$ cat src/rtl/strdec_pkg.sv
// Shared types, character constants and encoding functions for the string escape decoder.
package strdec_pkg;

  typedef enum logic [2:0] {
    PH_PLAIN,
    PH_BACKSLASH,
    PH_OCTAL,
    PH_HEX,
    PH_ERROR
  } phase_e;

  typedef enum logic [2:0] {
    ST_OK,
    ST_TRUNCATED,
    ST_BAD_HEX,
    ST_BAD_CODE_POINT,
    ST_NAMED_UNSUPPORTED
  } status_e;

  // Configuration register indexes.
  localparam logic CfgRawMode     = 1'b0;
  localparam logic CfgUnicodeMode = 1'b1;

  // Characters the decoder recognises.
  localparam logic [7:0] ChBackslash = 8'h5c;
  localparam logic [7:0] ChNewline   = 8'h0a;
  localparam logic [7:0] ChLowerX    = 8'h78;
  localparam logic [7:0] ChLowerU    = 8'h75;
  localparam logic [7:0] ChUpperU    = 8'h55;
  localparam logic [7:0] ChUpperN    = 8'h4e;
  localparam logic [7:0] ChDigit0    = 8'h30;
  localparam logic [7:0] ChDigit7    = 8'h37;

  // Decoder state carried from one transfer to the next.
  typedef struct packed {
    phase_e      phase;
    logic [31:0] value;
    logic [3:0]  taken;
    logic [3:0]  wanted;
    logic        bad;
    status_e     err;
    logic        any;
  } dec_state_t;

  // Everything one input transfer produces: up to four bytes plus end information.
  typedef struct packed {
    logic [3:0][7:0] bytes;
    logic [2:0]      num;
    logic            fin;
    status_e         status;
    logic            esc;
  } bundle_t;

  typedef struct packed {
    logic            ok;
    logic [2:0]      len;
    logic [3:0][7:0] bytes;
  } utf8_t;

  // UTF-8 encoding of a code point; ok is low for surrogates and values beyond the range.
  function automatic utf8_t utf8_encode(input logic [31:0] cp);
    utf8_t r;
    r    = '0;
    r.ok = 1'b1;
    if (cp >= 32'h0000_d800 && cp <= 32'h0000_dfff) begin
      r.ok = 1'b0;
    end else if (cp <= 32'h0000_007f) begin
      r.len      = 3'd1;
      r.bytes[0] = cp[7:0];
    end else if (cp <= 32'h0000_07ff) begin
      r.len      = 3'd2;
      r.bytes[0] = 8'hc0 | {3'b000, cp[10:6]};
      r.bytes[1] = 8'h80 | {2'b00, cp[5:0]};
    end else if (cp <= 32'h0000_ffff) begin
      r.len      = 3'd3;
      r.bytes[0] = 8'he0 | {4'b0000, cp[15:12]};
      r.bytes[1] = 8'h80 | {2'b00, cp[11:6]};
      r.bytes[2] = 8'h80 | {2'b00, cp[5:0]};
    end else if (cp <= 32'h0010_ffff) begin
      r.len      = 3'd4;
      r.bytes[0] = 8'hf0 | {5'b00000, cp[20:18]};
      r.bytes[1] = 8'h80 | {2'b00, cp[17:12]};
      r.bytes[2] = 8'h80 | {2'b00, cp[11:6]};
      r.bytes[3] = 8'h80 | {2'b00, cp[5:0]};
    end else begin
      r.ok = 1'b0;
    end
    return r;
  endfunction

  // Bit 4 is set for a valid hex digit, bits 3:0 carry its value.
  function automatic logic [4:0] hex_value(input logic [7:0] b);
    logic [4:0] r;
    r = '0;
    if (b >= 8'h30 && b <= 8'h39) begin
      r = {1'b1, 4'(b - 8'h30)};
    end else if (b >= 8'h61 && b <= 8'h66) begin
      r = {1'b1, 4'(b - 8'h57)};
    end else if (b >= 8'h41 && b <= 8'h46) begin
      r = {1'b1, 4'(b - 8'h37)};
    end
    return r;
  endfunction

  // Bit 8 is set when the byte names a single-character escape, bits 7:0 give its value.
  function automatic logic [8:0] simple_escape(input logic [7:0] b);
    logic [8:0] r;
    unique case (b)
      8'h61:   r = {1'b1, 8'h07};
      8'h62:   r = {1'b1, 8'h08};
      8'h66:   r = {1'b1, 8'h0c};
      8'h6e:   r = {1'b1, 8'h0a};
      8'h72:   r = {1'b1, 8'h0d};
      8'h74:   r = {1'b1, 8'h09};
      8'h76:   r = {1'b1, 8'h0b};
      8'h5c,
      8'h27,
      8'h22:   r = {1'b1, b};
      default: r = '0;
    endcase
    return r;
  endfunction

endpackage

$ cat src/rtl/strdec_decode.sv
// Single-pass escape decode of one text byte into a bundle of output bytes and the next state.
module strdec_decode import strdec_pkg::*; (
  input  dec_state_t state_i,
  input  logic [7:0] byte_i,
  input  logic       fin_i,
  input  logic       raw_i,
  input  logic       uni_i,
  output dec_state_t state_o,
  output bundle_t    bundle_o,
  output logic       push_o
);

  dec_state_t      nx;
  logic            num_go;
  logic            num_hex;
  logic [31:0]     num_val;
  utf8_t           enc;
  logic [3:0][7:0] lit;
  logic [2:0]      lit_len;
  logic            tail_vld;
  logic [3:0][7:0] pb;
  logic [2:0]      plen;
  logic [3:0][7:0] out_bytes;
  logic [2:0]      total;
  logic            is_oct;
  logic [2:0]      oct_d;
  logic [4:0]      hx;
  logic [8:0]      sv;
  logic            wide;
  logic [3:0]      taken_inc;
  logic [31:0]     oct_val;
  logic [31:0]     hex_val;

  assign is_oct    = (byte_i >= ChDigit0) && (byte_i <= ChDigit7);
  assign oct_d     = byte_i[2:0];
  assign hx        = hex_value(byte_i);
  assign sv        = simple_escape(byte_i);
  assign wide      = uni_i && ((byte_i == ChLowerU) || (byte_i == ChUpperU));
  assign taken_inc = state_i.taken + 4'd1;
  assign oct_val   = {state_i.value[28:0], oct_d};
  assign hex_val   = {state_i.value[27:0], hx[3:0]};

  always_comb begin
    nx       = state_i;
    num_go   = 1'b0;
    num_hex  = 1'b0;
    num_val  = state_i.value;
    lit      = '0;
    lit_len  = 3'd0;
    tail_vld = 1'b0;

    unique case (state_i.phase)
      PH_PLAIN: begin
        // A backslash on the final byte has nothing to escape and goes out as it is.
        if (byte_i != ChBackslash || fin_i) begin
          lit[0]  = byte_i;
          lit_len = 3'd1;
        end else begin
          nx.phase = PH_BACKSLASH;
        end
      end
      PH_BACKSLASH: begin
        nx.phase = PH_PLAIN;
        if (byte_i == ChNewline) begin
          // Line continuation produces nothing.
        end else if (raw_i && !wide) begin
          lit[0]  = ChBackslash;
          lit[1]  = byte_i;
          lit_len = 3'd2;
        end else begin
          nx.any = 1'b1;
          if (sv[8]) begin
            lit[0]  = sv[7:0];
            lit_len = 3'd1;
          end else if (is_oct) begin
            nx.value = {29'd0, oct_d};
            nx.taken = 4'd1;
            nx.phase = PH_OCTAL;
          end else if (byte_i == ChLowerX || wide) begin
            nx.wanted = (byte_i == ChLowerX) ? 4'd2 : ((byte_i == ChLowerU) ? 4'd4 : 4'd8);
            nx.taken  = 4'd0;
            nx.value  = '0;
            nx.bad    = 1'b0;
            nx.phase  = PH_HEX;
          end else if (uni_i && byte_i == ChUpperN) begin
            nx.err   = ST_NAMED_UNSUPPORTED;
            nx.phase = PH_ERROR;
          end else begin
            lit[0]  = ChBackslash;
            lit[1]  = byte_i;
            lit_len = 3'd2;
          end
        end
      end
      PH_OCTAL: begin
        if (is_oct) begin
          nx.value = oct_val;
          nx.taken = taken_inc;
          if (taken_inc >= 4'd3) begin
            num_go   = 1'b1;
            num_val  = oct_val;
            nx.phase = PH_PLAIN;
          end
        end else begin
          // The octal value goes out first, then the byte is handled as plain text.
          num_go   = 1'b1;
          num_val  = state_i.value;
          nx.phase = PH_PLAIN;
          if (byte_i != ChBackslash || fin_i) begin
            tail_vld = 1'b1;
          end else begin
            nx.phase = PH_BACKSLASH;
          end
        end
      end
      PH_HEX: begin
        if (hx[4]) begin
          nx.value = hex_val;
        end else begin
          nx.bad = 1'b1;
        end
        nx.taken = taken_inc;
        if (taken_inc >= state_i.wanted) begin
          nx.phase = PH_PLAIN;
          if (nx.bad) begin
            nx.err   = ST_BAD_HEX;
            nx.phase = PH_ERROR;
          end else begin
            num_go  = 1'b1;
            num_hex = 1'b1;
            num_val = nx.value;
          end
        end
      end
      PH_ERROR: begin
        // Bytes are dropped until the end of the literal.
      end
      default: begin
        nx.phase = PH_ERROR;
      end
    endcase

    // End of the literal while an escape is still open.
    if (fin_i) begin
      if (nx.phase == PH_OCTAL) begin
        num_go   = 1'b1;
        num_val  = nx.value;
        nx.phase = PH_PLAIN;
      end else if (nx.phase == PH_HEX) begin
        nx.err   = ST_TRUNCATED;
        nx.phase = PH_ERROR;
      end
    end

    enc  = utf8_encode(num_val);
    pb   = lit;
    plen = lit_len;
    if (num_go) begin
      if (uni_i) begin
        if (enc.ok) begin
          pb   = enc.bytes;
          plen = enc.len;
        end else if (num_hex) begin
          nx.err   = ST_BAD_CODE_POINT;
          nx.phase = PH_ERROR;
        end
      end else begin
        pb   = {24'd0, num_val[7:0]};
        plen = 3'd1;
      end
    end

    for (int i = 0; i < 4; i++) begin
      if (3'(i) < plen) begin
        out_bytes[i] = pb[i];
      end else if (3'(i) == plen && tail_vld) begin
        out_bytes[i] = byte_i;
      end else begin
        out_bytes[i] = 8'd0;
      end
    end
    total = plen + {2'b00, tail_vld};

    bundle_o.bytes  = out_bytes;
    bundle_o.num    = total;
    bundle_o.fin    = fin_i;
    bundle_o.status = nx.err;
    bundle_o.esc    = nx.any;
    push_o          = fin_i || (total != 3'd0);

    // Each literal starts from a clean state.
    if (fin_i) begin
      nx.phase  = PH_PLAIN;
      nx.value  = '0;
      nx.taken  = '0;
      nx.wanted = '0;
      nx.bad    = 1'b0;
      nx.err    = ST_OK;
      nx.any    = 1'b0;
    end
    state_o = nx;
  end

endmodule

$ cat src/rtl/string_escape_decoder.sv
// Top level of the string escape decoder: state, configuration and output queue.
//
// Usage: the content bytes of one quoted string literal arrive on the slave stream, one byte
// per transfer, with s_axis_tlast_i marking the last byte of the literal. Each byte is decoded
// in the cycle it is accepted and yields zero to four output bytes, which leave on the master
// stream one byte per transfer. m_axis_tlast_o marks the final output of the literal, and on
// that transfer tuser carries the literal's status and whether any escape was decoded. A
// literal whose last byte produces nothing still ends with a bare end marker (byte_present
// low, data zero).
// Outputs are read from the registered result queue, never directly from the decoder.
// Throughput: one input byte per cycle while each byte yields at most one output and the
// receiver is ready; a byte that yields several outputs keeps its queue entry until all have
// left, since the output side moves one byte per cycle. A two-entry result queue sits between
// the sides, so a new input is taken while a finished result is still waiting.
// Reset clears the decoder state, the modes and the queue. When the receiver stalls, the queue
// fills and s_axis_tready_o drops; nothing is lost. The user writes the raw and unicode modes
// through the configuration port only while the block is idle; the block does not enforce it.
module string_escape_decoder import strdec_pkg::*; (
  input  logic       clk_i,
  input  logic       rst_ni,
  // Configuration write port
  input  logic       cfg_we_i,
  input  logic       cfg_idx_i,
  input  logic       cfg_data_i,
  // Input stream
  input  logic       s_axis_tvalid_i,
  output logic       s_axis_tready_o,
  input  logic [7:0] s_axis_tdata_i,   // [7:0] text_byte
  input  logic       s_axis_tlast_i,   // final_byte
  // Output stream
  output logic       m_axis_tvalid_o,
  input  logic       m_axis_tready_i,
  output logic [7:0] m_axis_tdata_o,   // [7:0] decoded_byte
  output logic [5:0] m_axis_tuser_o,   // [0] byte_present, [1] run_last, [4:2] status,
                                       // [5] escape_seen
  output logic       m_axis_tlast_o    // literal_end
);

  dec_state_t state_q;
  dec_state_t state_d;
  logic       raw_q;
  logic       uni_q;
  bundle_t    bundle_d;
  logic       push;

  // Two-entry queue of result bundles.
  bundle_t    queue_q [2];
  logic       wr_ptr_q;
  logic       rd_ptr_q;
  logic [1:0] count_q;
  logic [1:0] idx_q;

  bundle_t    head;
  logic [1:0] last_idx;
  logic       run_last;
  logic       in_fire;
  logic       out_fire;
  logic       do_push;
  logic       do_pop;

  strdec_decode u_decode (
    .state_i  (state_q),
    .byte_i   (s_axis_tdata_i),
    .fin_i    (s_axis_tlast_i),
    .raw_i    (raw_q),
    .uni_i    (uni_q),
    .state_o  (state_d),
    .bundle_o (bundle_d),
    .push_o   (push)
  );

  assign s_axis_tready_o = (count_q != 2'd2);
  assign in_fire         = s_axis_tvalid_i && s_axis_tready_o;
  assign do_push         = in_fire && push;

  assign head     = queue_q[rd_ptr_q];
  assign last_idx = (head.num == 3'd0) ? 2'd0 : 2'(head.num - 3'd1);
  assign run_last = (idx_q == last_idx);

  assign m_axis_tvalid_o = (count_q != 2'd0);
  assign out_fire        = m_axis_tvalid_o && m_axis_tready_i;
  assign do_pop          = out_fire && run_last;

  assign m_axis_tdata_o    = head.bytes[idx_q];
  assign m_axis_tlast_o    = head.fin && run_last;
  assign m_axis_tuser_o[0] = (head.num != 3'd0);
  assign m_axis_tuser_o[1] = run_last;
  assign m_axis_tuser_o[4:2] = m_axis_tlast_o ? head.status : ST_OK;
  assign m_axis_tuser_o[5] = m_axis_tlast_o && head.esc;

  // Mode registers.
  always_ff @(posedge clk_i or negedge rst_ni) begin
    if (!rst_ni) begin
      raw_q <= 1'b0;
      uni_q <= 1'b0;
    end else if (cfg_we_i) begin
      unique case (cfg_idx_i)
        CfgRawMode:     raw_q <= cfg_data_i;
        CfgUnicodeMode: uni_q <= cfg_data_i;
        default:        ;
      endcase
    end
  end

  // Decoder state advances on every accepted input transfer.
  always_ff @(posedge clk_i or negedge rst_ni) begin
    if (!rst_ni) begin
      state_q <= '0;
    end else if (in_fire) begin
      state_q <= state_d;
    end
  end

  // Queue payload needs no reset.
  always_ff @(posedge clk_i) begin
    if (do_push) begin
      queue_q[wr_ptr_q] <= bundle_d;
    end
  end

  // Queue pointers and the byte index within the head bundle.
  always_ff @(posedge clk_i or negedge rst_ni) begin
    if (!rst_ni) begin
      wr_ptr_q <= 1'b0;
      rd_ptr_q <= 1'b0;
      count_q  <= 2'd0;
      idx_q    <= 2'd0;
    end else begin
      if (do_push) begin
        wr_ptr_q <= ~wr_ptr_q;
      end
      if (do_pop) begin
        rd_ptr_q <= ~rd_ptr_q;
        idx_q    <= 2'd0;
      end else if (out_fire) begin
        idx_q <= idx_q + 2'd1;
      end
      if (do_push && !do_pop) begin
        count_q <= count_q + 2'd1;
      end else if (do_pop && !do_push) begin
        count_q <= count_q - 2'd1;
      end
    end
  end

endmodule

$ cat config.mk
export PLATFORM = sky130hd
export DESIGN_NAME = string_escape_decoder
export DESIGN_NICKNAME = d
export VERILOG_FILES = /design/src/rtl/strdec_pkg.sv /design/src/rtl/strdec_decode.sv /design/src/rtl/string_escape_decoder.sv
export SDC_FILE = /design/constraint.sdc
export NUM_CORES = 1
export LEC_CHECK = 0
export ABC_AREA = 1
export BUFFER_PORTS_ARGS = -buffer_cell sky130_fd_sc_hd__buf_4
export CAP_MARGIN = 20
export CORE_MARGIN = 3
export CORE_UTILIZATION = 55
export CTS_CLUSTER_SIZE = 8
export DETAILED_ROUTE_END_ITERATION = 16
export GPL_TIMING_DRIVEN = 1
export PLACE_DENSITY = 0.83
export SYNTH_ARGS = -nofsm -noshare
export SYNTH_HDL_FRONTEND = slang
export SYNTH_SLANG_ARGS = --single-unit
$ cat constraint.sdc
create_clock -name clk_i -period 7.7 [get_ports clk_i]
set_clock_uncertainty 0.1 [all_clocks]
set_input_delay 0.77 -clock clk_i [delete_from_list [all_inputs] [get_ports clk_i]]
set_output_delay 0.77 -clock clk_i [all_outputs]
set_load 0.01 [all_outputs]
==> results.cfg <==
[timing]
hold_violations = 0
fin_crit_ns = 6.32
relSlewSlack = 0.192
setup_violations = 0
drv_slew = 0
tightestPinTransition_ns = 1.21
setup_ws_ns = 1.38
rsz0062_at_grt = no
tns_ns = 0
max_freq_ghz = 0.158
whs_ns = 0.324
finalCritPeriodShare = 0.821

[clocking]
clock_sinks = 135
path_clk_slew_ns = 0.07
insertion_delay_ns = 0.44
clockBufferDepth = 2
htree_levels = 4
cts_hold_buf = 0
post_cts_buffers = 0
ctsResizeCount = 0
root_buffer = clkbuf_16
cts_buffers = 17
cts_tree = yes

[routing]
drt_iter0_drc = 1542
avgRoutedWirePerCell_um = 18.5
ant_nets = 0
met2_length_um = 13900
wl_met1_um = 12900
wl_um = 31600
top_layer_used = met4
drc = 0
vias = 10600
drt_pass1_iterations = 7
vias_per_cell = 6.22
dr_wl_met3_um = 3390

[placed_design]
dp.cells = 1673
routabilityCongestion = 0.958
dp_hpwl_um = 21900
portBuffers = 32
dp_slack_ns = 1.15

[final_layout]
fin_nets = 1493
antenna_cells = 0
final_cell_mix = nand2_1, o21ai_0, nor2_1
layout_commonest_cell = nand2_1
drive_gt1_frac = 0.123
final_core_util = 0.617
area_growth_pct = 9.08
fin_cells = 1705

[worst_setup_path]
cp.required_ns = 7.91
cp-end-kind = register
worst_setup_path_start_kind = input port
cp_slowest_cell = nand2_4
critPathMostFrequentCell = nand2_1
r2r_start = state_q[9]
crit_type = input port to register
cp_max_fo = 60
crit_end = count_q[1]
crit_start = s_axis_tdata_i[0]
reg2reg_depth = 31
crit_path_max_incr_delay_ns = 0.49
arrival_ns = 6.53
reg2reg_to = count_q[1]
r2r_setup_slack_ns = 1.45

[yosys]
synth_ff_type = edfxtp_1
yosys_warnings = 0
async_flop_share = 0.407
syn_area_mm2 = 0.0103
synth_cells = 1464
synth_edf_count = 80
syn_nets = 1494
synth_area_per_cell_um2 = 7.04
yosysSeqAreaShare = 0.367
ys_types = 55
synth_area_leader_cell = edfxtp_1
synth-seq-cells = 135
synth_top_area_frac = 0.233
synthTopCellsByArea = edfxtp_1, nand2_1, dfrtp_1

[run_status]
outcome = finished clean

[global_route]
grt_start_max_net_pins = 61
antenna_found_initial = 0
grt_pass1_vias = 9913
grt_pass1_wl_um = 51800
overflow = 0
gr-usage-all-layers = 0.317

[die]
die_x_um = 143
dieArea_mm2 = 0.0204
num_io_pins = 33
initial_core_util = 0.566
die_h_um = 143
floorplan.rows = 49
core-area_mm2 = 0.0182

[power_and_ir_drop]
powerDensity_mw_per_mm2 = 226
leakage_uw = 0.00479
peakVddDrop_v = 0.000156

[run]
drv_cap = 0

[worst_hold_path]
hp-class = input port to asynchronous set/reset pin
## where the power goes
group	leakage [uW]	switching (uW)	internal, uW
registers	0.00150	50.9	902
logic	0.00298	477	237
clock network	0.000307	372	498
## metrics by stage
stage	power, uW	cell area (um^2)
4_1_cts	2540	11200
5_1_grt	2670	11200
3_5_place_dp	1670	10600
6_report	2540	11200
3_3_place_gp	1650	10600
2_1_floorplan	1420	10300
## worst min path at each step
| stage | from | endpoint | depth (start not counted) |
|---|---|---|---|
| 6_report | rst_ni | state_q[37] | 1 |
| 5_1_grt | rst_ni | state_q[41] | 1 |
| 4_1_cts | rst_ni | state_q[41] | 1 |
| 3_5_place_dp | count_q[0] | count_q[0] | 1 |
| 3_3_place_gp | count_q[0] | count_q[0] | 1 |
| 2_1_floorplan | count_q[0] | count_q[0] | 1 |
## synthesized netlist by cell type (6+ instances only)
| cell | count |
|---|---|
| nand2_1 | 391 |
| nand2_2 | 20 |
| nor2_2 | 10 |
| a31oi_1 | 18 |
| edfxtp_1 | 80 |
| o211ai_1 | 17 |
| clkbuf_1 | 34 |
| a22oi_1 | 7 |
| nand2_4 | 9 |
| o21ai_1 | 7 |
| o22ai_1 | 42 |
| nor2_1 | 146 |
| a221oi_1 | 8 |
| a21oi_1 | 61 |
| nor3_1 | 7 |
| nand4_1 | 7 |
| nand3_1 | 95 |
| inv_1 | 128 |
| nor2_4 | 13 |
| ha_1 | 14 |
| inv_2 | 23 |
| nand3_2 | 10 |
| buf_4 | 8 |
| buf_2 | 14 |
| xor2_1 | 10 |
| dfrtp_1 | 55 |
| o21ai_0 | 175 |
| or2_2 | 6 |
## logic make-up (layout without fill, tap and decap cells)
| group | Yosys count | in the layout | synth area share |
|---|---|---|---|
| XOR/XNOR | 11 | 11 | 0.00935 |
| AO/OA/AOI/OAI | 352 | 352 | 0.193 |
| adder cells (fa/ha/maj) | 14 | 14 | 0.0170 |
| AND/OR/NAND/NOR | 730 | 730 | 0.324 |
| flip-flops | 135 | 135 | 0.367 |
| buffers and inverters | 222 | 234 | 0.0895 |
## worst max-delay path: cells and delay by family
family,cells,cell delay [ns]
adder cells (fa/ha/maj),4,1.01
XOR/XNOR,1,0.16
AND/OR/NAND/NOR,19,3.04
buffers and inverters,5,1.13
AO/OA/AOI/OAI,3,0.37
## sequential cells by signal, summed over array words and instances (netlist names)
register,cells
wr_ptr_q,1
state_q,47
rd_ptr_q,1
idx_q,2
uni_q,1
count_q,2
queue_q,80
raw_q,1
## area by class of cell
cell class                      count  area, um^2
Multi-Input combinational cell   1107        5620
Fill cell                        1614        6970
Tap cell                          229         287
Sequential cell                   135        3780
Inverter                          157         592
Clock buffer                       17         425
Clock inverter                     15         199
Timing Repair Buffer               45         338
## layer usage
layer  GRT usage  up-vias
li1            -     4933
met1       0.434     4835
met2       0.482      691
met3      0.0740      145
met4       0.140        0
met5           0        -
Power figures use the tool's default switching activity.
